[src/rtl/gifl_pkg.sv]
// shared types, codes and constants for the gtp-u inner frame locator
// used by the register file, the parser, the top level and the testbench
package gifl_pkg;

	localparam int unsigned POS_W = 16;
	localparam int unsigned REG_W = 16;
	localparam int unsigned IDX_W = 2;

	localparam logic [POS_W-1:0] PKT_LEN_LIMIT = 16'hFFFF;

	// protocol constants
	localparam logic [15:0] ETH_TYPE_IPV4 = 16'h0800;
	localparam logic [7:0]  IP_PROTO_UDP  = 8'd17;
	localparam logic [3:0]  IP_VER_4      = 4'd4;
	localparam logic [3:0]  IP_VER_6      = 4'd6;
	localparam logic [3:0]  IP_IHL_MIN    = 4'd5;
	localparam logic [7:0]  GTP_VER_MASK  = 8'hF0;
	localparam logic [7:0]  GTP_V1_PT     = 8'h30;
	localparam logic [7:0]  MSG_TYPE_TPDU = 8'hFF;
	localparam logic [7:0]  GTP_E_FLAG    = 8'h04;
	localparam logic [7:0]  GTP_OPT_FLAGS = 8'h07;
	localparam logic [15:0] LO_BYTE_MASK  = 16'h00FF;
	localparam logic [15:0] HI_BYTE_MASK  = 16'hFF00;

	// byte offsets inside each header
	localparam logic [POS_W-1:0] REL_0  = 16'd0;
	localparam logic [POS_W-1:0] REL_1  = 16'd1;
	localparam logic [POS_W-1:0] REL_2  = 16'd2;
	localparam logic [POS_W-1:0] REL_3  = 16'd3;
	localparam logic [POS_W-1:0] REL_7  = 16'd7;
	localparam logic [POS_W-1:0] REL_9  = 16'd9;
	localparam logic [POS_W-1:0] REL_12 = 16'd12;
	localparam logic [POS_W-1:0] REL_13 = 16'd13;
	localparam logic [POS_W-1:0] REL_19 = 16'd19;

	typedef enum logic [IDX_W-1:0] {
		REG_GTPU_UDP_PORT = 2'd0,
		REG_VLAN_TPID_A   = 2'd1,
		REG_VLAN_TPID_B   = 2'd2,
		REG_VLAN_TPID_C   = 2'd3
	} reg_idx_t;

	localparam logic [REG_W-1:0] RST_GTPU_UDP_PORT = 16'd2152;
	localparam logic [REG_W-1:0] RST_VLAN_TPID_A   = 16'd33024;
	localparam logic [REG_W-1:0] RST_VLAN_TPID_B   = 16'd34984;
	localparam logic [REG_W-1:0] RST_VLAN_TPID_C   = 16'd37120;

	typedef enum logic [1:0] {
		ST_VALID   = 2'd0,
		ST_SHORT   = 2'd1,
		ST_NOTGTP  = 2'd2,
		ST_INVALID = 2'd3
	} status_t;

	typedef enum logic [3:0] {
		PH_ETH   = 4'd0,
		PH_VLAN  = 4'd1,
		PH_IP    = 4'd2,
		PH_UDP   = 4'd3,
		PH_GTP   = 4'd4,
		PH_OPT   = 4'd5,
		PH_EXT   = 4'd6,
		PH_INNER = 4'd7
	} phase_t;

	typedef struct packed {
		logic [REG_W-1:0] gtpu_udp_port;
		logic [REG_W-1:0] vlan_tpid_a;
		logic [REG_W-1:0] vlan_tpid_b;
		logic [REG_W-1:0] vlan_tpid_c;
	} cfg_t;

	typedef struct packed {
		logic             valid;
		status_t          status;
		logic [POS_W-1:0] offset;
	} res_t;

	// clamp a layer start position to the length limit
	function automatic logic [POS_W-1:0] sat_pos(input logic [POS_W:0] p);
		return (p > {1'b0, PKT_LEN_LIMIT}) ? PKT_LEN_LIMIT : p[POS_W-1:0];
	endfunction

endpackage

[src/rtl/gifl_if.sv]
// valid/ready channel interfaces for frame words and result words
// no dependencies
interface gifl_byte_if;
	logic       valid;
	logic       ready;
	logic [7:0] data_byte;
	logic       last_byte;

	modport source(output valid, output data_byte, output last_byte, input ready);
	modport sink(input valid, input data_byte, input last_byte, output ready);
endinterface

interface gifl_result_if;
	logic        valid;
	logic        ready;
	logic [1:0]  parse_status;
	logic [15:0] inner_offset;

	modport source(output valid, output parse_status, output inner_offset, input ready);
	modport sink(input valid, input parse_status, input inner_offset, output ready);
endinterface

[src/rtl/gtpu_inner_frame_locator_top.sv]
// gtp-u inner frame locator, top level
// depends on gifl_pkg, gifl_if, gifl_cfg_regs and gifl_parser
// usage:
//   byte_ch carries an ethernet frame one word per ready cycle (data_byte, with
//   last_byte on the final byte). result_ch returns one word per frame, at
//   its last byte: parse_status (0 valid gtp-u, 1 too short, 2 not gtp-u,
//   3 invalid) and inner_offset, the byte offset of the inner ip header
//   (zero unless the status is valid).
//   wr_en/wr_index/wr_data write the udp port and the three vlan tpids;
//   write them only while no frame is in flight.
// pipeline and throughput:
//   a byte is registered at acceptance and parsed from that register; the
//   result word is registered from the verdict on its last byte.
//   one byte is accepted every cycle while byte_ch.ready is high.
// reset:
//   arst_n clears the frame state and loads the default register values.
// stall:
//   while a result word waits, bytes keep flowing until a further last
//   byte reaches the parse stage; then byte_ch.ready drops until the
//   waiting word is taken.
module gtpu_inner_frame_locator_top (
	input  logic                       clk,
	input  logic                       arst_n,
	gifl_byte_if.sink                  byte_ch,
	gifl_result_if.source              result_ch,
	input  logic                       wr_en,
	input  logic [gifl_pkg::IDX_W-1:0] wr_index,
	input  logic [gifl_pkg::REG_W-1:0] wr_data
);
	import gifl_pkg::*;

	cfg_t       cfg;
	res_t       res;

	logic       valid_s1;
	logic [7:0] data_s1;
	logic       last_s1;
	logic       advance;
	logic       take_in;

	logic              out_valid_q;
	status_t           out_status_q;
	logic [POS_W-1:0]  out_offset_q;

	// a last byte may only be parsed when the result register can take it
	assign advance = valid_s1 && (!last_s1 || !out_valid_q || result_ch.ready);
	assign byte_ch.ready = !valid_s1 || advance;
	assign take_in = byte_ch.valid && byte_ch.ready;

	always_ff @(posedge clk or negedge arst_n) begin
		if (!arst_n) begin
			valid_s1 <= 1'b0;
		end else if (byte_ch.ready) begin
			valid_s1 <= byte_ch.valid;
		end
	end

	always_ff @(posedge clk) begin
		if (take_in) begin
			data_s1 <= byte_ch.data_byte;
			last_s1 <= byte_ch.last_byte;
		end
	end

	gifl_cfg_regs u_cfg_regs (
		.clk      (clk),
		.arst_n   (arst_n),
		.wr_en    (wr_en),
		.wr_index (wr_index),
		.wr_data  (wr_data),
		.cfg      (cfg)
	);

	gifl_parser u_parser (
		.clk       (clk),
		.arst_n    (arst_n),
		.step      (advance),
		.data_byte (data_s1),
		.last_byte (last_s1),
		.cfg       (cfg),
		.res       (res)
	);

	always_ff @(posedge clk or negedge arst_n) begin
		if (!arst_n) begin
			out_valid_q <= 1'b0;
		end else if (res.valid) begin
			out_valid_q <= 1'b1;
		end else if (result_ch.ready) begin
			out_valid_q <= 1'b0;
		end
	end

	always_ff @(posedge clk) begin
		if (res.valid) begin
			out_status_q <= res.status;
			out_offset_q <= res.offset;
		end
	end

	assign result_ch.valid        = out_valid_q;
	assign result_ch.parse_status = out_status_q;
	assign result_ch.inner_offset = out_offset_q;

endmodule

[src/rtl/gifl_cfg_regs.sv]
// configuration registers: udp port and three vlan tpids
// depends on gifl_pkg
module gifl_cfg_regs (
	input  logic                         clk,
	input  logic                         arst_n,
	input  logic                         wr_en,
	input  logic [gifl_pkg::IDX_W-1:0]   wr_index,
	input  logic [gifl_pkg::REG_W-1:0]   wr_data,
	output gifl_pkg::cfg_t               cfg
);
	import gifl_pkg::*;

	cfg_t cfg_q;

	always_ff @(posedge clk or negedge arst_n) begin
		if (!arst_n) begin
			cfg_q.gtpu_udp_port <= RST_GTPU_UDP_PORT;
			cfg_q.vlan_tpid_a   <= RST_VLAN_TPID_A;
			cfg_q.vlan_tpid_b   <= RST_VLAN_TPID_B;
			cfg_q.vlan_tpid_c   <= RST_VLAN_TPID_C;
		end else if (wr_en) begin
			case (reg_idx_t'(wr_index))
				REG_GTPU_UDP_PORT: cfg_q.gtpu_udp_port <= wr_data;
				REG_VLAN_TPID_A:   cfg_q.vlan_tpid_a   <= wr_data;
				REG_VLAN_TPID_B:   cfg_q.vlan_tpid_b   <= wr_data;
				REG_VLAN_TPID_C:   cfg_q.vlan_tpid_c   <= wr_data;
				default: ;
			endcase
		end
	end

	assign cfg = cfg_q;

endmodule

[src/rtl/gifl_parser.sv]
// per-frame header walk: one byte per step, verdict on the last byte
// depends on gifl_pkg
module gifl_parser (
	input  logic           clk,
	input  logic           arst_n,
	input  logic           step,
	input  logic [7:0]     data_byte,
	input  logic           last_byte,
	input  gifl_pkg::cfg_t cfg,
	output gifl_pkg::res_t res
);
	import gifl_pkg::*;

	logic [POS_W-1:0] pos_q, nfp_q, acc_q;
	phase_t           phase_q;
	logic             match_q, final_q;
	logic [7:0]       flags_q;
	status_t          verdict_q;

	// state after this byte is parsed, before the end-of-frame clear
	logic [POS_W-1:0] pos_p, nfp_p, acc_p;
	phase_t           phase_p;
	logic             match_p, final_p;
	logic [7:0]       flags_p;
	status_t          verdict_p;

	logic [POS_W-1:0] rel;
	logic [POS_W-1:0] word;
	logic [POS_W-1:0] base_next;
	logic [POS_W-1:0] base_udp;
	logic [POS_W+1:0] ext_end;
	logic             tpid_hit;

	assign rel       = pos_q - nfp_q;
	assign word      = acc_q | {8'h00, data_byte};
	assign base_next = sat_pos({1'b0, pos_q} + 17'd1);
	assign base_udp  = sat_pos({1'b0, nfp_q} + {11'd0, acc_q[3:0], 2'b00});
	assign ext_end   = {acc_q, 2'b00} - 18'd1;
	assign tpid_hit  = (word == cfg.vlan_tpid_a) || (word == cfg.vlan_tpid_b)
		|| (word == cfg.vlan_tpid_c);

	always_comb begin
		pos_p     = pos_q;
		nfp_p     = nfp_q;
		acc_p     = acc_q;
		phase_p   = phase_q;
		match_p   = match_q;
		final_p   = final_q;
		flags_p   = flags_q;
		verdict_p = verdict_q;
		if (pos_q != PKT_LEN_LIMIT) begin
			pos_p = pos_q + 16'd1;
			if (!final_q && pos_q >= nfp_q) begin
				case (phase_q)
					PH_ETH, PH_VLAN: begin
						if (phase_q == PH_VLAN && rel == REL_0) begin
							verdict_p = ST_SHORT;
						end else if ((phase_q == PH_ETH && rel == REL_12)
							|| (phase_q == PH_VLAN && rel == REL_2)) begin
							acc_p = {data_byte, 8'h00};
						end else if ((phase_q == PH_ETH && rel == REL_13)
							|| (phase_q == PH_VLAN && rel == REL_3)) begin
							// ethertype complete
							if (tpid_hit) begin
								phase_p   = PH_VLAN;
								nfp_p     = base_next;
								verdict_p = ST_NOTGTP;
							end else if (word == ETH_TYPE_IPV4) begin
								phase_p = PH_IP;
								nfp_p   = base_next;
							end else begin
								verdict_p = ST_NOTGTP;
								final_p   = 1'b1;
							end
						end
					end
					PH_IP: begin
						if (rel == REL_0) begin
							acc_p = {8'h00, data_byte};
						end else if (rel == REL_9) begin
							acc_p = (acc_q & LO_BYTE_MASK) | {data_byte, 8'h00};
						end else if (rel == REL_19) begin
							if (acc_q[7:4] != IP_VER_4 || acc_q[3:0] < IP_IHL_MIN) begin
								verdict_p = ST_INVALID;
								final_p   = 1'b1;
							end else if (((acc_q & HI_BYTE_MASK) >> 8) != {8'h00, IP_PROTO_UDP}) begin
								verdict_p = ST_NOTGTP;
								final_p   = 1'b1;
							end else begin
								phase_p = PH_UDP;
								nfp_p   = base_udp;
							end
						end
					end
					PH_UDP: begin
						if (rel == REL_0 || rel == REL_2) begin
							acc_p = {data_byte, 8'h00};
						end else if (rel == REL_1 || rel == REL_3) begin
							if (word == cfg.gtpu_udp_port) begin
								match_p = 1'b1;
							end
						end else if (rel == REL_7) begin
							if (!match_q) begin
								verdict_p = ST_NOTGTP;
								final_p   = 1'b1;
							end else begin
								phase_p = PH_GTP;
								nfp_p   = base_next;
							end
						end
					end
					PH_GTP: begin
						if (rel == REL_0) begin
							flags_p = data_byte;
						end else if (rel == REL_1) begin
							acc_p = {8'h00, data_byte};
						end else if (rel == REL_7) begin
							if ((flags_q & GTP_VER_MASK) != GTP_V1_PT
								|| acc_q != {8'h00, MSG_TYPE_TPDU}) begin
								verdict_p = ST_NOTGTP;
								final_p   = 1'b1;
							end else if ((flags_q & GTP_OPT_FLAGS) != 8'h00) begin
								phase_p = PH_OPT;
								nfp_p   = base_next;
							end else begin
								phase_p = PH_INNER;
								nfp_p   = base_next;
							end
						end
					end
					PH_OPT: begin
						// last byte of the optional field is the first extension type
						if (rel == REL_3) begin
							nfp_p = base_next;
							if ((flags_q & GTP_E_FLAG) != 8'h00 && data_byte != 8'h00) begin
								phase_p = PH_EXT;
							end else begin
								phase_p = PH_INNER;
							end
						end
					end
					PH_EXT: begin
						if (rel == REL_0) begin
							if (data_byte == 8'h00) begin
								phase_p = PH_INNER;
								nfp_p   = base_next;
							end else begin
								acc_p = {8'h00, data_byte};
							end
						end else if ({2'b00, rel} == ext_end) begin
							// next extension type
							nfp_p = base_next;
							if (data_byte != 8'h00) begin
								phase_p = PH_EXT;
							end else begin
								phase_p = PH_INNER;
							end
						end
					end
					PH_INNER: begin
						if (rel == REL_0) begin
							acc_p = {8'h00, data_byte};
						end else if (rel == REL_19) begin
							final_p   = 1'b1;
							verdict_p = (acc_q[7:4] == IP_VER_4 || acc_q[7:4] == IP_VER_6)
								? ST_VALID : ST_INVALID;
						end
					end
					default: begin
						verdict_p = ST_INVALID;
						final_p   = 1'b1;
					end
				endcase
			end
		end
	end

	always_comb begin
		res.valid  = step && last_byte;
		res.status = verdict_p;
		res.offset = (final_p && verdict_p == ST_VALID) ? nfp_p : '0;
	end

	always_ff @(posedge clk or negedge arst_n) begin
		if (!arst_n) begin
			pos_q     <= '0;
			nfp_q     <= '0;
			acc_q     <= '0;
			phase_q   <= PH_ETH;
			match_q   <= 1'b0;
			final_q   <= 1'b0;
			flags_q   <= '0;
			verdict_q <= ST_SHORT;
		end else if (step) begin
			if (last_byte) begin
				pos_q     <= '0;
				nfp_q     <= '0;
				acc_q     <= '0;
				phase_q   <= PH_ETH;
				match_q   <= 1'b0;
				final_q   <= 1'b0;
				flags_q   <= '0;
				verdict_q <= ST_SHORT;
			end else begin
				pos_q     <= pos_p;
				nfp_q     <= nfp_p;
				acc_q     <= acc_p;
				phase_q   <= phase_p;
				match_q   <= match_p;
				final_q   <= final_p;
				flags_q   <= flags_p;
				verdict_q <= verdict_p;
			end
		end
	end

endmodule

[src/flat_wrapper.sv]
// flat-port wrapper written by rule: the top's interface ports become plain ports
module gtpu_inner_frame_locator_top_flat import gifl_pkg::*;
  (clk, arst_n, wr_en, wr_index, wr_data, byte_ch_valid, byte_ch_data_byte, byte_ch_last_byte, byte_ch_ready, result_ch_valid, result_ch_parse_status, result_ch_inner_offset, result_ch_ready);
  gifl_byte_if byte_ch_i ();
  gifl_result_if result_ch_i ();
  input  logic clk;
  input  logic arst_n;
  input  logic wr_en;
  input  logic [gifl_pkg::IDX_W-1:0] wr_index;
  input  logic [gifl_pkg::REG_W-1:0] wr_data;
  input wire logic [$bits(byte_ch_i.valid)-1:0] byte_ch_valid;
  input wire logic [$bits(byte_ch_i.data_byte)-1:0] byte_ch_data_byte;
  input wire logic [$bits(byte_ch_i.last_byte)-1:0] byte_ch_last_byte;
  output wire logic [$bits(byte_ch_i.ready)-1:0] byte_ch_ready;
  output wire logic [$bits(result_ch_i.valid)-1:0] result_ch_valid;
  output wire logic [$bits(result_ch_i.parse_status)-1:0] result_ch_parse_status;
  output wire logic [$bits(result_ch_i.inner_offset)-1:0] result_ch_inner_offset;
  input wire logic [$bits(result_ch_i.ready)-1:0] result_ch_ready;
  assign byte_ch_i.valid = byte_ch_valid;
  assign byte_ch_i.data_byte = byte_ch_data_byte;
  assign byte_ch_i.last_byte = byte_ch_last_byte;
  assign byte_ch_ready = byte_ch_i.ready;
  assign result_ch_valid = result_ch_i.valid;
  assign result_ch_parse_status = result_ch_i.parse_status;
  assign result_ch_inner_offset = result_ch_i.inner_offset;
  assign result_ch_i.ready = result_ch_ready;
  gtpu_inner_frame_locator_top u_core (.clk(clk), .arst_n(arst_n), .byte_ch(byte_ch_i), .result_ch(result_ch_i), .wr_en(wr_en), .wr_index(wr_index), .wr_data(wr_data));
endmodule
[config.mk]
export PLATFORM = sky130hd
export DESIGN_NAME = gtpu_inner_frame_locator_top_flat
export DESIGN_NICKNAME = d
export VERILOG_FILES = /design/src/rtl/gifl_pkg.sv /design/src/rtl/gifl_if.sv /design/src/rtl/gtpu_inner_frame_locator_top.sv /design/src/rtl/gifl_cfg_regs.sv /design/src/rtl/gifl_parser.sv /design/src/flat_wrapper.sv
export SDC_FILE = /design/constraint.sdc
export NUM_CORES = 1
export LEC_CHECK = 0
export BUFFER_PORTS_ARGS = -buffer_cell sky130_fd_sc_hd__buf_2
export CORE_ASPECT_RATIO = 0.75
export CORE_MARGIN = 10
export CORE_UTILIZATION = 30
export DETAILED_ROUTE_END_ITERATION = 7
export GPL_ROUTABILITY_DRIVEN = 0
export PLACE_DENSITY = 0.45
export SLEW_MARGIN = 20
export SYNTH_ARGS = -nofsm -noshare
export SYNTH_HDL_FRONTEND = slang
export SYNTH_HIERARCHICAL = 1
export SYNTH_SLANG_ARGS = --single-unit
[constraint.sdc]
create_clock -name clk -period 5.3 [get_ports clk]
set_clock_uncertainty 0.2 [all_clocks]
set_input_delay 0.265 -clock clk [delete_from_list [all_inputs] [get_ports clk]]
set_output_delay 0.265 -clock clk [all_outputs]
set_load 0.005 [all_outputs]
==> results of run 1 <==
-- cell usage in the layout (no fill, tap or decap), drive strengths merged, types with 16 or more instances in the layout --
| cell | synthesis | final |
|---|---|---|
| edfxtp | 27 | 27 |
| a21oi | 71 | 71 |
| xnor2 | 88 | 88 |
| a22o | 19 | 19 |
| nor3 | 42 | 42 |
| inv | 33 | 40 |
| xor2 | 24 | 24 |
| nor4 | 23 | 23 |
| mux2 | 69 | 69 |
| nor2 | 90 | 90 |
| o31ai | 16 | 16 |
| dfrtp | 113 | 113 |
| nand2 | 102 | 102 |
| o21ai | 87 | 87 |
| dlygate4sd3 | 0 | 29 |
| nand4 | 36 | 36 |
| nand3 | 35 | 35 |
| ha | 24 | 24 |
| clkbuf | 47 | 23 |
| buf | 17 | 90 |
-- repair_timing --
action | 4_1_cts | 5_1_grt
hold buffers | 29 | 0
endpoints found under the setup margin | 0 | 37
gates resized for setup | 0 | 8
endpoints found under the hold margin | 146 | 0
-- worst register-to-register path, cell delays in order, from the launching register on --
cell and delay (ns):
sky130_fd_sc_hd__dfrtp_1 0.44, sky130_fd_sc_hd__inv_1 0.13, sky130_fd_sc_hd__ha_1 0.19, sky130_fd_sc_hd__inv_1 0.06
sky130_fd_sc_hd__fa_1 0.43, sky130_fd_sc_hd__a21o_1 0.24, sky130_fd_sc_hd__a221oi_2 0.30, sky130_fd_sc_hd__nor2_1 0.11
sky130_fd_sc_hd__or3_4 0.41, sky130_fd_sc_hd__a222oi_1 0.43, sky130_fd_sc_hd__buf_4 0.24, sky130_fd_sc_hd__nand4_2 0.20
sky130_fd_sc_hd__buf_4 0.28, sky130_fd_sc_hd__o31ai_4 0.32, sky130_fd_sc_hd__nor2_1 0.14, sky130_fd_sc_hd__nand3b_4 0.21
sky130_fd_sc_hd__o31ai_1 0.33, sky130_fd_sc_hd__a21oi_2 0.09
-- path summary, 6_finish.rpt --
| check | start | end | slack [ns] | cells past startpoint |
|---|---|---|---|---|
| max reg2reg | u_core/u_parser/pos_q[0]$_DFFE_PN0P_ | u_core/result_ch.inner_offset[8]$_DFFE_PP_ | 0.31 | 17 |
| min | wr_index[1] | u_core/u_cfg_regs/cfg[57]$_DFFE_PN0P_ | 0.20 | 3 |
| min in group asynchronous | arst_n | u_core/u_parser/flags_q[7]$_DFFE_PN0P_ | 0.25 | 2 |
| max in group asynchronous | arst_n | u_core/u_parser/pos_q[10]$_DFFE_PN0P_ | 3.52 | 3 |
| min reg2reg | u_core/u_parser/flags_q[6]$_DFFE_PN0P_ | u_core/u_parser/flags_q[6]$_DFFE_PN0P_ | 0.27 | 2 |
| max | u_core/u_parser/pos_q[0]$_DFFE_PN0P_ | u_core/result_ch.inner_offset[8]$_DFFE_PP_ | 0.31 | 17 |
-- logic make-up after synthesis --
logic type	synth area share
flip-flops	0.3663
XOR/XNOR	0.08911
multiplexers	0.07513
adder cells (fa/ha/maj)	0.03092
AND/OR/NAND/NOR	0.2078
AO/OA/AOI/OAI	0.1905
buffers and inverters	0.04024
-- cell type report --
cell class | count | area (um^2)
multi-input cells | 947 | 6574
repair buffers | 119 | 848.3
well taps | 465 | 581.8
clock buffers | 23 | 489.2
clock inverters | 9 | 72.57
flip-flops and latches | 155 | 4033
fillers | 3717 | 23310
inverters | 33 | 123.9
-- sequential cells by signal, indices dropped and copies added (netlist names) --
register and flops:
u_core/u_cfg_regs/cfg 64, u_core/result_ch.inner_offset 16, u_core/u_parser/acc_q 16, u_core/u_parser/nfp_q 16, u_core/u_parser/pos_q 16, u_core/data_s1 8
u_core/u_parser/flags_q 7, u_core/u_parser/phase_q 3, u_core/result_ch.parse_status 2, u_core/u_parser/verdict_q 2, u_core/last_s1 1, u_core/result_ch.valid 1
u_core/u_parser/final_q 1, u_core/u_parser/match_q 1, u_core/valid_s1 1
-- where the power goes --
group | switching (W) | internal [W]
Sequential | 0.000171 | 0.00138
Clock | 0.000565 | 0.000663
Combinational | 0.00162 | 0.000942
-- per-layer routing --
metal,GRT usage,vias to the layer above
met4,0.03689,0
li1,-,4604
met3,0.03369,25
met2,0.2403,367
met1,0.2738,4960
met5,0,-
-- stage by stage --
stage               area (um^2)  hold slack [ns]  std cells
CTS                       12690           0.1832       1751
detailed placement        11840           0.1931       1690
finish                    12720           0.1972       1751
global route              12720           0.2039       1751
floorplan                 11010          -0.2306       1199
global placement          11840           0.2022       1690
==> summary by stage, run 1 <==
Logic synthesis
The number of unique standard cell types used by synthesis is 99. When the netlist entered floorplanning its net count stood at 1257. The mean cell area of the mapped netlist is 9.181 um^2. The synthesized design contains 155 register bits. The share of the Yosys chip area taken by registers is 0.3663. The post-synthesis instance area is 11010 um^2.

For this run, the number of Yosys warnings is 6. The top cell type's share of synthesized area is 0.2569. The proportion of register bits with asynchronous set or reset after synthesis is 0.8258. Counting instances in the post-synthesis netlist gives the leading cell types as 113 x sky130_fd_sc_hd__dfrtp_1, 102 x sky130_fd_sc_hd__nand2_1, 90 x sky130_fd_sc_hd__nor2_1, 88 x sky130_fd_sc_hd__xnor2_1, 70 x sky130_fd_sc_hd__o21ai_0. The flip-flop cell with the highest count after synthesis is sky130_fd_sc_hd__dfrtp_1. The number of enable-type register cells in the synthesized netlist is 27. By area the synthesized netlist is led by sky130_fd_sc_hd__dfrtp_1 26%, sky130_fd_sc_hd__edfxtp_1 7.4%, sky130_fd_sc_hd__xnor2_1 7.0%, sky130_fd_sc_hd__mux2_2 6.6%, sky130_fd_sc_hd__dfstp_2 3.6%. The cell count after synthesis is 1199. The largest total area in the synthesized netlist belongs to sky130_fd_sc_hd__dfrtp_1. Yosys instantiated no cell more often than sky130_fd_sc_hd__dfrtp_1.

GRT
The via count of the first global-routing pass came to 9555. The global-route usage over all layers is 0.1758. The first global-routing pass estimated 60430 um of wire. Entering global routing, the biggest net connects 87 pins. The number of antenna violations at the first check in global routing was 0.

The global route total overflow is 0.

Route
The final layout contains routed wiring with a total length of 39020 um. In the routed layout, each cell is associated on average with a via count of 5.686. The number of design-rule violations left by the first detailed-router iteration is 999. The routed wire length on met2 is 15820 um. The top layer reached by signal wires is met4. The routed length on met1 is 20190 um. The vias after detailed routing is 9956. In the routed design, unresolved DRC markers number 0. The final routed wire length divided by cell count is 22.29 um. The first-pass iteration count of the detailed router is 5. Summed over all nets, wire length on met3 after detailed routing comes to 2612 um. The post-route antenna net violation count is 0.

Clock tree
The clock insertion delay at the later pin of the skew report is 0.44 ns. The TritonCTS sink count is 155. Post-CTS timing repair inserted 0 buffers for setup. The buffer cell driving the clock tree root is sky130_fd_sc_hd__clkbuf_16. The level count of the clock H-tree is 4. TritonCTS built the clock tree. The number of buffers created by CTS is 17. Clock-pin slew was measured on the worst setup and hold paths at 0.07 ns. No sink is reached through more buffers than the 2 on the longest clock path.

Power
Dividing total power by cell area gives a power density of 419.4 nW/um^2. The maximum VDD drop is 0.0002233 V. The total power is 0.005336 W. For this design the static power due to leakage is 5.015 nW.

Die
The die is 185.9 um tall. During I/O placement, the number of pins put on the boundary was 52. In this run the core area contains 60 standard-cell rows.

After floorplanning, the core was sized to cover 36030 um^2. The die is 241.2 um wide. The die covers 44830 um^2.

The initial utilization of the core area, before any placement, comes to 0.3055.

Timing
The aggregate negative setup slack is 0 ns. The final hold violation count is 0. The final-report max-slew violation count is 0. The actual transition at the worst max-transition pin is 1.053 ns.

Timing would allow up to 200.2 MHz. Setup violations remaining at the end of the flow were counted as 0. Setup repair after global routing left no endpoint under its margin. Once routing completed, OpenROAD measured the worst setup slack at 0.3055 ns. The final period utilization is 0.9424.

The worst pin sits at a relative slew slack of 0.2974. The clock period could shrink to 4.995 ns.

Setup path
The kind of critical path is reg2reg. The largest incremental delay on the critical path is 0.44 ns. The critical path goes through inv_1 -> ha_1 -> inv_1 -> fa_1 -> a21o_1 -> a221oi_2 -> nor2_1 -> or3_4 -> a222oi_1 -> buf_4 -> nand4_2 -> buf_4 -> o31ai_4 -> nor2_1 -> nand3b_4 -> o31ai_1 -> a21oi_2. For the worst setup path, the data required time is 5.29 ns. Of all nets on the critical path, the largest fanout is 12.

The critical path startpoint category is a flip-flop. The cell with the largest stage delay on the worst path is sky130_fd_sc_hd__dfrtp_1. The count of buffer and inverter cells on the critical path is 4.

The signal arrival time at the worst endpoint is 4.99 ns. The dominant delay contributor by cell family on the critical path is compound AO/OA/AOI/OAI gates. The worst setup path is captured at a flip-flop.

Placed design
Before CTS, the worst setup slack after placement is 0.1383 ns. Detailed placement ended at an HPWL of 29090 um. The count of input and output buffers is 51.

Min path
The path category of the worst min-delay check is in2reg.

Final layout
The share of the core filled with cells is 0.3531. The area added between synthesis and finish is 15.57%. The net count of the finished layout is 1331.

In the final layout, the share of cells above drive strength 1 is 0.1944. 0 antenna diodes ended up in the layout.

Run
The tool flagged a number of max-cap violations equal to 0.

Run status
The flow ran to the end, and the final reports show no timing, DRC or antenna violations.
Note: power is estimated with default switching activity, not from simulation.
==> inputs of run 2 (changes only) <==
--- a/config.mk
+++ b/config.mk
@@ -15,5 +15,4 @@
 export SLEW_MARGIN = 20
 export SYNTH_ARGS = -nofsm -noshare
 export SYNTH_HDL_FRONTEND = slang
-export SYNTH_HIERARCHICAL = 1
 export SYNTH_SLANG_ARGS = --single-unit
==> run 2 against run 1 <==
Against the previous run: worst setup slack worse by 0.011 ns; routed wire length is 4.1% higher; register-to-register slack hardly changed; total power is 6.9% lower; sequential share of layout area is 1.0 points lower; global-route usage hardly changed; combinational power is 19% lower; clock-buffer cell count is 2 lower; worst hold slack better by 0.024 ns; sequential power is 5% higher; die area is 1.3% higher.
==> summary by stage, run 2 <==
Die
The area of the die is 45410 um^2 (+1.3%). The site row count was 61 (+1.7%). The effective utilization at floorplan is 0.3028 (-0.002666).

The height of the die came to 187.1 um (+0.63%). The area inside the core boundary is 36860 um^2 (+2.3%). The die extent in x is 242.7 um (+0.64%). The top-level I/O count is 52 (unchanged).

Setup path
The kind of critical path is reg2reg. The cell depth of the worst flop-to-flop path is 15 (-2). The critical path startpoint category is a flip-flop. The signal arrival time at the worst endpoint came to 5.08 ns (+0.09 ns). The worst path required time is 5.38 ns (+0.09 ns). The worst-path maximum fanout is 16 (+4). The worst register-to-register path begins at u_core.u_parser.pos_q[0]$_DFFE_PN0P_.

The end of the worst register-to-register path is u_core.result_ch.inner_offset[15]$_SDFFCE_PN0P_. STA classifies the critical path endpoint as a flip-flop. The slack of the worst reg-to-reg path is 0.29 ns (about the same).

Logic synthesis
The proportion of register bits with asynchronous set or reset after synthesis came to 0.8258 (unchanged). The post-synth net total is 1293 (+2.9%). The post-synthesis instance area is 11160 um^2 (+1.4%). The number of enable-type register cells in the synthesized netlist is 27 (unchanged). The count of yosys warnings during synthesis is 0 (-6).

The post-synthesis sequential element count is 155 (unchanged). The part of the Yosys area used for sequential elements is 0.3612 (-0.005091). The mean cell area of the mapped netlist is 9.039 um^2 (-1.5%). Ranked by total cell area, the synthesized netlist is headed by sky130_fd_sc_hd__dfrtp_1 25%, sky130_fd_sc_hd__edfxtp_1 7.3%, sky130_fd_sc_hd__mux2_2 6.6%, sky130_fd_sc_hd__xor2_1 4.4%, sky130_fd_sc_hd__xnor2_1 4.2%.

The cell count after synthesis is 1235 (+3.0%). The largest total area in the synthesized netlist belongs to sky130_fd_sc_hd__dfrtp_1. The top cell type's share of synthesized area is 0.2533 (-0.003570).

The number of unique standard cell types used by synthesis is 91 (-8.1%). Yosys instantiated no cell more often than sky130_fd_sc_hd__dfrtp_1. By count the netlist is led by 113 x sky130_fd_sc_hd__dfrtp_1, 106 x sky130_fd_sc_hd__nand2_1, 87 x sky130_fd_sc_hd__nor2_1, 70 x sky130_fd_sc_hd__o21ai_0, 68 x sky130_fd_sc_hd__a21oi_1. In the synthesized netlist the dominant register cell turns out to be sky130_fd_sc_hd__dfrtp_1.

Power
The cell-internal power is 0.002921 W (-2.1%). The maximum VDD drop is 0.0001775 V (-20%). The power per standard cell area is 377.6 nW/um^2 (-10%).

The switching power is 0.002045 W (-13%). The static leakage is 5.331 nW (+6.3%). The part of the total power dissipated in the clock network was 0.257 (+0.027). The share of total power in combinational logic is 0.417 (-0.063). The switching part of the total power is 0.4119 (-0.02917). The total power was 0.004966 W (-6.9%).

The power share of the sequential group is 0.326 (+0.036).

Timing
The aggregate negative setup slack came to 0 ns (unchanged). The final-report max-slew violation count is 0 (unchanged). The final-report setup violation count is 0 (unchanged).

The relative slew slack is 0.2634 (-0.03400). The actual transition at the worst max-transition pin was 1.102 ns (+0.04880 ns). The highest attainable clock frequency is 199.8 MHz (-0.22%). Setup repair after global routing left no endpoint under its margin.

The time the worst path needs with I/O delays and setup was 5.006 ns (+0.01103 ns). The final period utilization is 0.9444 (+0.002082). The final hold violation count is 0 (unchanged).

Clock tree
The number of buffers created by CTS is 17 (unchanged). TritonCTS built the clock tree. The clock transition at the registers of the reported paths is 0.07 ns (about the same). The level count of the clock H-tree is 4 (unchanged). The clock insertion delay at the later pin of the skew report came to 0.46 ns (+0.02 ns). The TritonCTS sink count is 155 (unchanged). In this run the clock root is driven by a sky130_fd_sc_hd__clkbuf_16. The maximum root-to-sink buffer count was 2 (unchanged).

Route
The final routed wire length divided by cell count came to 21.98 um (-1.4%). The vias after detailed routing is 10290 (+3.3%). The total wirelength of the detailed-routed design is 40610 um (+4.1%).

The first-pass iteration count of the detailed router is 5 (unchanged). The number of design-rule violations left by the first detailed-router iteration is 1095 (+9.6%). The DRC violation count after routing is 0 (unchanged). The post-route antenna net violation count is 0 (unchanged).

The routed via count divided by cell count came to 5.568 (-2.1%).

Final layout
The area used by multi-input combinational logic is 6733 um^2 (+2.4%). The antenna diode count is 0 (unchanged). The net count of the finished layout was 1389 (+4.4%). The ratio of cells with drive above 1 in the final layout is 0.1912 (-0.003181). The count of placed standard cells in the final layout, fillers left out came to 1848 (+5.5%). The number of flip-flops under the largest register name is 64 (unchanged). In the layout the commonest cells are 113 x sky130_fd_sc_hd__dfrtp_1, 106 x sky130_fd_sc_hd__nand2_1, 87 x sky130_fd_sc_hd__nor2_1. The most frequent standard cell in the layout excluding fill and tap cells is sky130_fd_sc_hd__dfrtp_1. The area occupied by registers is 4033 um^2 (unchanged). The layout filler cell count was 3803 (+2.3%).

The area added between synthesis and finish is 17.82%.

Placed design
The count of input and output buffers is 51 (unchanged). The post-placement cell count is 1787 (+5.7%). The final HPWL from detailed placement is 30770 um (+5.8%).

GRT
The global route total overflow is 0 (unchanged). The first-pass GRT wire length was 62570 um (+3.5%). The via count of the first global-routing pass is 9956 (+4.2%).

The global-route usage over all layers is 0.1763 (+0.0004552). The number of antenna violations at the first check in global routing is 0 (unchanged). The maximum number of pins on one net before global-route repair was 77 (-11%).

Run
The count of maximum capacitance violations came to 0 (unchanged).

Run status
The run finished with clean final reports.

Min path
The worst hold path belongs to the class in2async.
==> run 2: power by group through the flow <==
stage / combinational, W / clock, W / sequential [W]
after global placement: 0.00201 / 0 / 0.00164
after floorplan: 0.00151 / 0 / 0.00149
after CTS: 0.00202 / 0.00130 / 0.00162
after detailed placement: 0.00199 / 0 / 0.00164
after global routing: 0.00224 / 0.00135 / 0.00165
final: 0.00207 / 0.00127 / 0.00162
==> run 2: repair_timing <==
action | CTS | global route
setup endpoints to repair | 0 | 20
resized for setup | 0 | 4
buffers inserted | 0 | 0
hold endpoints to repair | 145 | 0
hold buffers | 29 | 0
==> run 2: layer usage <==
layer	up-vias	GRT usage	share of wire
met5	-	0	0
met4	0	0.03814	0.014
met3	40	0.04923	0.084
met2	385	0.2374	0.40
met1	5083	0.2682	0.50
li1	4781	-	-
==> run 2: cell families after synthesis <==
family / Yosys count / synth area share
AND/OR/NAND/NOR: 441 / 0.2080
XOR/XNOR: 113 / 0.09247
multiplexers: 82 / 0.08081
adder cells (fa/ha/maj): 26 / 0.03049
buffers and inverters: 104 / 0.03766
AO/OA/AOI/OAI: 314 / 0.1893
flip-flops: 155 / 0.3612
==> run 2: layout make-up <==
type                       count  share of cell area
timing repair buffer         143             0.07886
sequential                   155              0.3066
clock inverter                11             0.01037
inverter                      38             0.01084
clock buffer                  21             0.03349
tap                          504             0.04795
multi-input combinational    976              0.5119
==> run 2: through the flow <==
step                setup slack, ns    util  hold slack (ns)  area (um^2)
floorplan                    0.7441       -          -0.2306        11160
global placement             0.2452  0.3328           0.1779        12270
detailed placement           0.1447  0.3328           0.1718        12270
CTS                          0.1171  0.3563           0.2456        13140
global route                0.05739  0.3568           0.2708        13150
finish                       0.2945  0.3568           0.2208        13150
==> run 2: worst max-delay path by stage <==
| stage | from | endpoint |
|---|---|---|
| 2_1_floorplan | u_core.u_parser.pos_q[0]$_DFFE_PN0P_ | u_core.result_ch.inner_offset[12]$_SDFFCE_PN0P_ |
| 3_3_place_gp | u_core.u_parser.pos_q[0]$_DFFE_PN0P_ | u_core.result_ch.inner_offset[7]$_SDFFCE_PN0P_ |
| 3_5_place_dp | u_core.u_parser.pos_q[0]$_DFFE_PN0P_ | u_core.result_ch.inner_offset[15]$_SDFFCE_PN0P_ |
| 4_1_cts | u_core.u_parser.pos_q[0]$_DFFE_PN0P_ | u_core.result_ch.inner_offset[15]$_SDFFCE_PN0P_ |
| 5_1_grt | u_core.u_parser.pos_q[0]$_DFFE_PN0P_ | u_core.result_ch.inner_offset[15]$_SDFFCE_PN0P_ |
| 6_report | u_core.u_parser.pos_q[0]$_DFFE_PN0P_ | u_core.result_ch.inner_offset[15]$_SDFFCE_PN0P_ |
==> run 2: critical path: stages, from the launching register on <==
cell and delay [ns]:
sky130_fd_sc_hd__dfrtp_1 0.38, sky130_fd_sc_hd__inv_1 0.08, sky130_fd_sc_hd__ha_1 0.18, sky130_fd_sc_hd__inv_1 0.06
sky130_fd_sc_hd__fa_1 0.53, sky130_fd_sc_hd__a211oi_4 0.30, sky130_fd_sc_hd__o31a_2 0.23, sky130_fd_sc_hd__o221ai_2 0.13
sky130_fd_sc_hd__xor2_1 0.21, sky130_fd_sc_hd__a2111o_2 0.61, sky130_fd_sc_hd__or4_1 0.71, sky130_fd_sc_hd__o21ai_0 0.21
sky130_fd_sc_hd__a21oi_1 0.08, sky130_fd_sc_hd__a21o_1 0.21, sky130_fd_sc_hd__a211o_2 0.45, sky130_fd_sc_hd__a211oi_1 0.25
==> inputs of run 3 (changes only) <==
==> constraint.sdc (replaced) <==
create_clock -name clk -period 5.3 [get_ports clk]
set_clock_uncertainty 0.2 [all_clocks]
set_input_delay 0.53 -clock clk [delete_from_list [all_inputs] [get_ports clk]]
set_output_delay 0.53 -clock clk [all_outputs]
set_load 0.005 [all_outputs]
==> run 3 against run 2 <==
Against the previous run: utilization is 0.77 points lower; routed wire length is 0.73% lower; total power fell by 0.82%; first-iteration DRC count up 10%; critical path depth did not move; worst setup slack better by 0.023 ns; register-to-register slack better by 0.02 ns; worst hold slack worse by 0.18 ns; critical path type unchanged.
==> summary by stage, run 3 (synthesized netlist as in run 2, its figures left out) <==
Die
The site row count came to 61 (unchanged). The area inside the core boundary was 36860 um^2 (unchanged). The area of the die is 45410 um^2 (unchanged).

The height of the die is 187.1 um (unchanged). The effective utilization at floorplan is 0.3028 (unchanged). The top-level I/O count came to 52 (unchanged). The die extent in x came to 242.7 um (unchanged).

Route
The total wirelength of the detailed-routed design is 40310 um (-0.73%). The post-route antenna net violation count is 0 (unchanged). The vias after detailed routing is 10200 (-0.87%). The first-pass iteration count of the detailed router is 6 (+1). The routed length on met1 is 20320 um (-0.47%).

The routed wire length on met2 is 16250 um (+0.11%). The met3 wirelength from detailed routing is 3290 um (-3.0%). The top layer reached by signal wires is met4. The final routed wire length divided by cell count is 22.15 um (+0.80%). The DRC violation count after routing was 0 (unchanged).

The number of design-rule violations left by the first detailed-router iteration is 1205 (+10%). The routed via count divided by cell count came to 5.604 (+0.65%).

Run status
The flow ran to the end, and the final reports show no timing, DRC or antenna violations.

Timing
The final worst-path setup slack is 0.3176 ns (+0.02319 ns). The final-report max-slew violation count is 0 (unchanged). The aggregate negative setup slack is 0 ns (unchanged). The highest attainable clock frequency came to 200.7 MHz (+0.47%). Setup repair after global routing left no endpoint under its margin. The time the worst path needs with I/O delays and setup is 4.982 ns (-0.02319 ns). The final hold violation count is 0 (unchanged). The final period utilization is 0.9401 (-0.004375). The final-report setup violation count is 0 (unchanged).

The relative slew slack came to 0.2600 (-0.003348). The actual transition at the worst max-transition pin is 1.107 ns (+0.005006 ns).

Setup path
The worst setup path is launched from a flip-flop. The cell with the largest stage delay on the worst path is sky130_fd_sc_hd__or4_1. The cell occurring most often along the worst timing path is sky130_fd_sc_hd__inv_1.

The end of the worst register-to-register path is u_core.result_ch.inner_offset[15]$_SDFFCE_PN0P_. The worst-path maximum fanout was 16 (unchanged). The first element of the critical path is u_core.u_parser.pos_q[0]$_DFFE_PN0P_. The category of the worst setup path capture point is a flip-flop. The beginning of the worst register-to-register path is u_core.u_parser.pos_q[0]$_DFFE_PN0P_. By startpoint and endpoint, the worst setup path is classified as reg2reg. The cell depth of the worst flop-to-flop path is 15 (unchanged). The slack of the worst reg-to-reg path came to 0.32 ns (+0.02 ns). The worst path required time was 5.38 ns (about the same). The signal arrival time at the worst endpoint is 5.06 ns (-0.02 ns). The destination of the critical timing path is u_core.result_ch.inner_offset[15]$_SDFFCE_PN0P_. The largest incremental delay on the critical path came to 0.71 ns (about the same). The critical path goes through inv_1 -> ha_1 -> inv_1 -> fa_1 -> a211oi_4 -> o31a_2 -> o221ai_2 -> xor2_1 -> a2111o_2 -> or4_1 -> o21ai_0 -> a21oi_1 -> a21o_1 -> a211o_2 -> a211oi_1.

Min path
The path class of the tightest hold or removal check is in2reg.

Final layout
The share of the core filled with cells is 0.3491 (-0.007670). The area added between synthesis and finish is 15.29%. The net count of the finished layout is 1361 (-2.0%). The count of placed standard cells in the final layout, fillers left out came to 1820 (-1.5%). The post-route cell area is 12870 um^2 (-2.2%). The ratio of cells with drive above 1 in the final layout came to 0.1976 (+0.006348).

The most frequent standard cell in the layout excluding fill and tap cells is sky130_fd_sc_hd__dfrtp_1. The number of flip-flops under the largest register name is 64 (unchanged). The top cell types in the final layout, fill and taps aside, are 113 x sky130_fd_sc_hd__dfrtp_1, 106 x sky130_fd_sc_hd__nand2_1, 87 x sky130_fd_sc_hd__nor2_1. The layout filler cell count came to 3836 (+0.87%). The antenna diode count is 0 (unchanged).

Clock tree
The clock transition at the registers of the reported paths is 0.07 ns (about the same). The number of buffers created by CTS is 17 (unchanged). The buffer cell driving the clock tree root is sky130_fd_sc_hd__clkbuf_16. The TritonCTS sink count came to 155 (unchanged). The level count of the clock H-tree is 4 (unchanged). The maximum root-to-sink buffer count is 2 (unchanged). The TritonCTS clock tree is done.

The post-CTS setup buffer count was 0 (unchanged). The clock insertion delay at the later pin of the skew report came to 0.47 ns (about the same).

GRT
The first-pass GRT wire length is 61950 um (-0.99%). The global-route usage over all layers is 0.1749 (-0.001342). The global route total overflow came to 0 (unchanged).

The via count of the first global-routing pass was 9650 (-3.1%). The number of antenna violations at the first check in global routing came to 0 (unchanged). The maximum number of pins on one net before global-route repair is 78 (+1.3%).

Placed design
The post-placement cell count is 1787 (unchanged). The count of input and output buffers is 51 (unchanged). The post-place instance area is 12270 um^2 (unchanged). The final HPWL from detailed placement was 30760 um (about the same). The post-place setup slack is 0.1472 ns (+0.002471 ns).

Run
The count of maximum capacitance violations is 0 (unchanged).

Power
The static leakage is 5.218 nW (-2.1%). The power per standard cell area is 382.7 nW/um^2 (+1.4%). The maximum VDD drop came to 0.0002074 V (+17%).
run 3: changes by cell type in the layout (fill, tap and decap cells not counted), moves of 2 or more:
cell                            before  now
sky130_fd_sc_hd__bufinv_16           2    0
sky130_fd_sc_hd__clkbuf_1            4    1
sky130_fd_sc_hd__clkbuf_8            0    3
sky130_fd_sc_hd__dlygate4sd3_1      29    1
sky130_fd_sc_hd__inv_6               4    2
sky130_fd_sc_hd__inv_8               1    3
run 3: worst min-delay path by stage:
stage	start	end	cells after the start
final	byte_ch_last_byte	u_core.last_s1$_DFFE_PP_	1
after global routing	byte_ch_last_byte	u_core.last_s1$_DFFE_PP_	1
after CTS	byte_ch_data_byte[2]	u_core.data_s1[2]$_DFFE_PP_	1
after detailed placement	u_core.u_parser.flags_q[7]$_DFFE_PN0P_	u_core.u_parser.flags_q[7]$_DFFE_PN0P_	2
after global placement	u_core.u_parser.flags_q[7]$_DFFE_PN0P_	u_core.u_parser.flags_q[7]$_DFFE_PN0P_	2
after floorplan	arst_n	u_core.result_ch.valid$_DFFE_PN0P_	0
run 3: critical path, delay by kind of cell (launching register included):
family / cells / cell delay [ns]
AOI/OAI and AO/OA: 9 / 2.46
xor gates and xnor gates: 1 / 0.21
and+or+nand+nor: 1 / 0.71
buffers and inverters: 2 / 0.14
adders and majority gates: 2 / 0.69
DFF: 1 / 0.38
run 3: metrics by stage:
step	hold WS, ns	total power (W)
2_1_floorplan	0.03441	0.003000
3_3_place_gp	0.2872	0.003656
3_5_place_dp	0.2970	0.003636
4_1_cts	0.02919	0.004903
5_1_grt	0.03596	0.005208
6_report	0.04020	0.004925
run 3: layer usage:
| layer | vias up | GRT usage |
|---|---|---|
| met5 | - | 0 |
| met1 | 5048 | 0.2702 |
| li1 | 4727 | - |
| met2 | 401 | 0.2373 |
| met4 | 0 | 0.04006 |
| met3 | 23 | 0.03867 |
run 3: cell type report:
class,count,area [um^2],area share
Tap cell,504,630.6,0.04900
Timing Repair Buffer,115,757.0,0.05882
Clock buffer,21,470.5,0.03655
Inverter,38,142.6,0.01108
Sequential cell,155,4033,0.3133
Multi-Input combinational cell,976,6733,0.5231
Clock inverter,11,103.9,0.008069
run 3: where the power goes:
part,leakage (nW),internal (W),switching [W]
Clock,0.283,0.000654,0.000587
Sequential,1.87,0.00139,0.000233
Combinational,3.06,0.000815,0.00125
Total,5.22,0.00286,0.00207
run 3: timing repair:
action / in CTS / in global routing
hold buffers: 1 / 0
resized for setup: 0 / 4
setup endpoints to repair: 0 / 19
endpoints found under the hold margin: 71 / 0
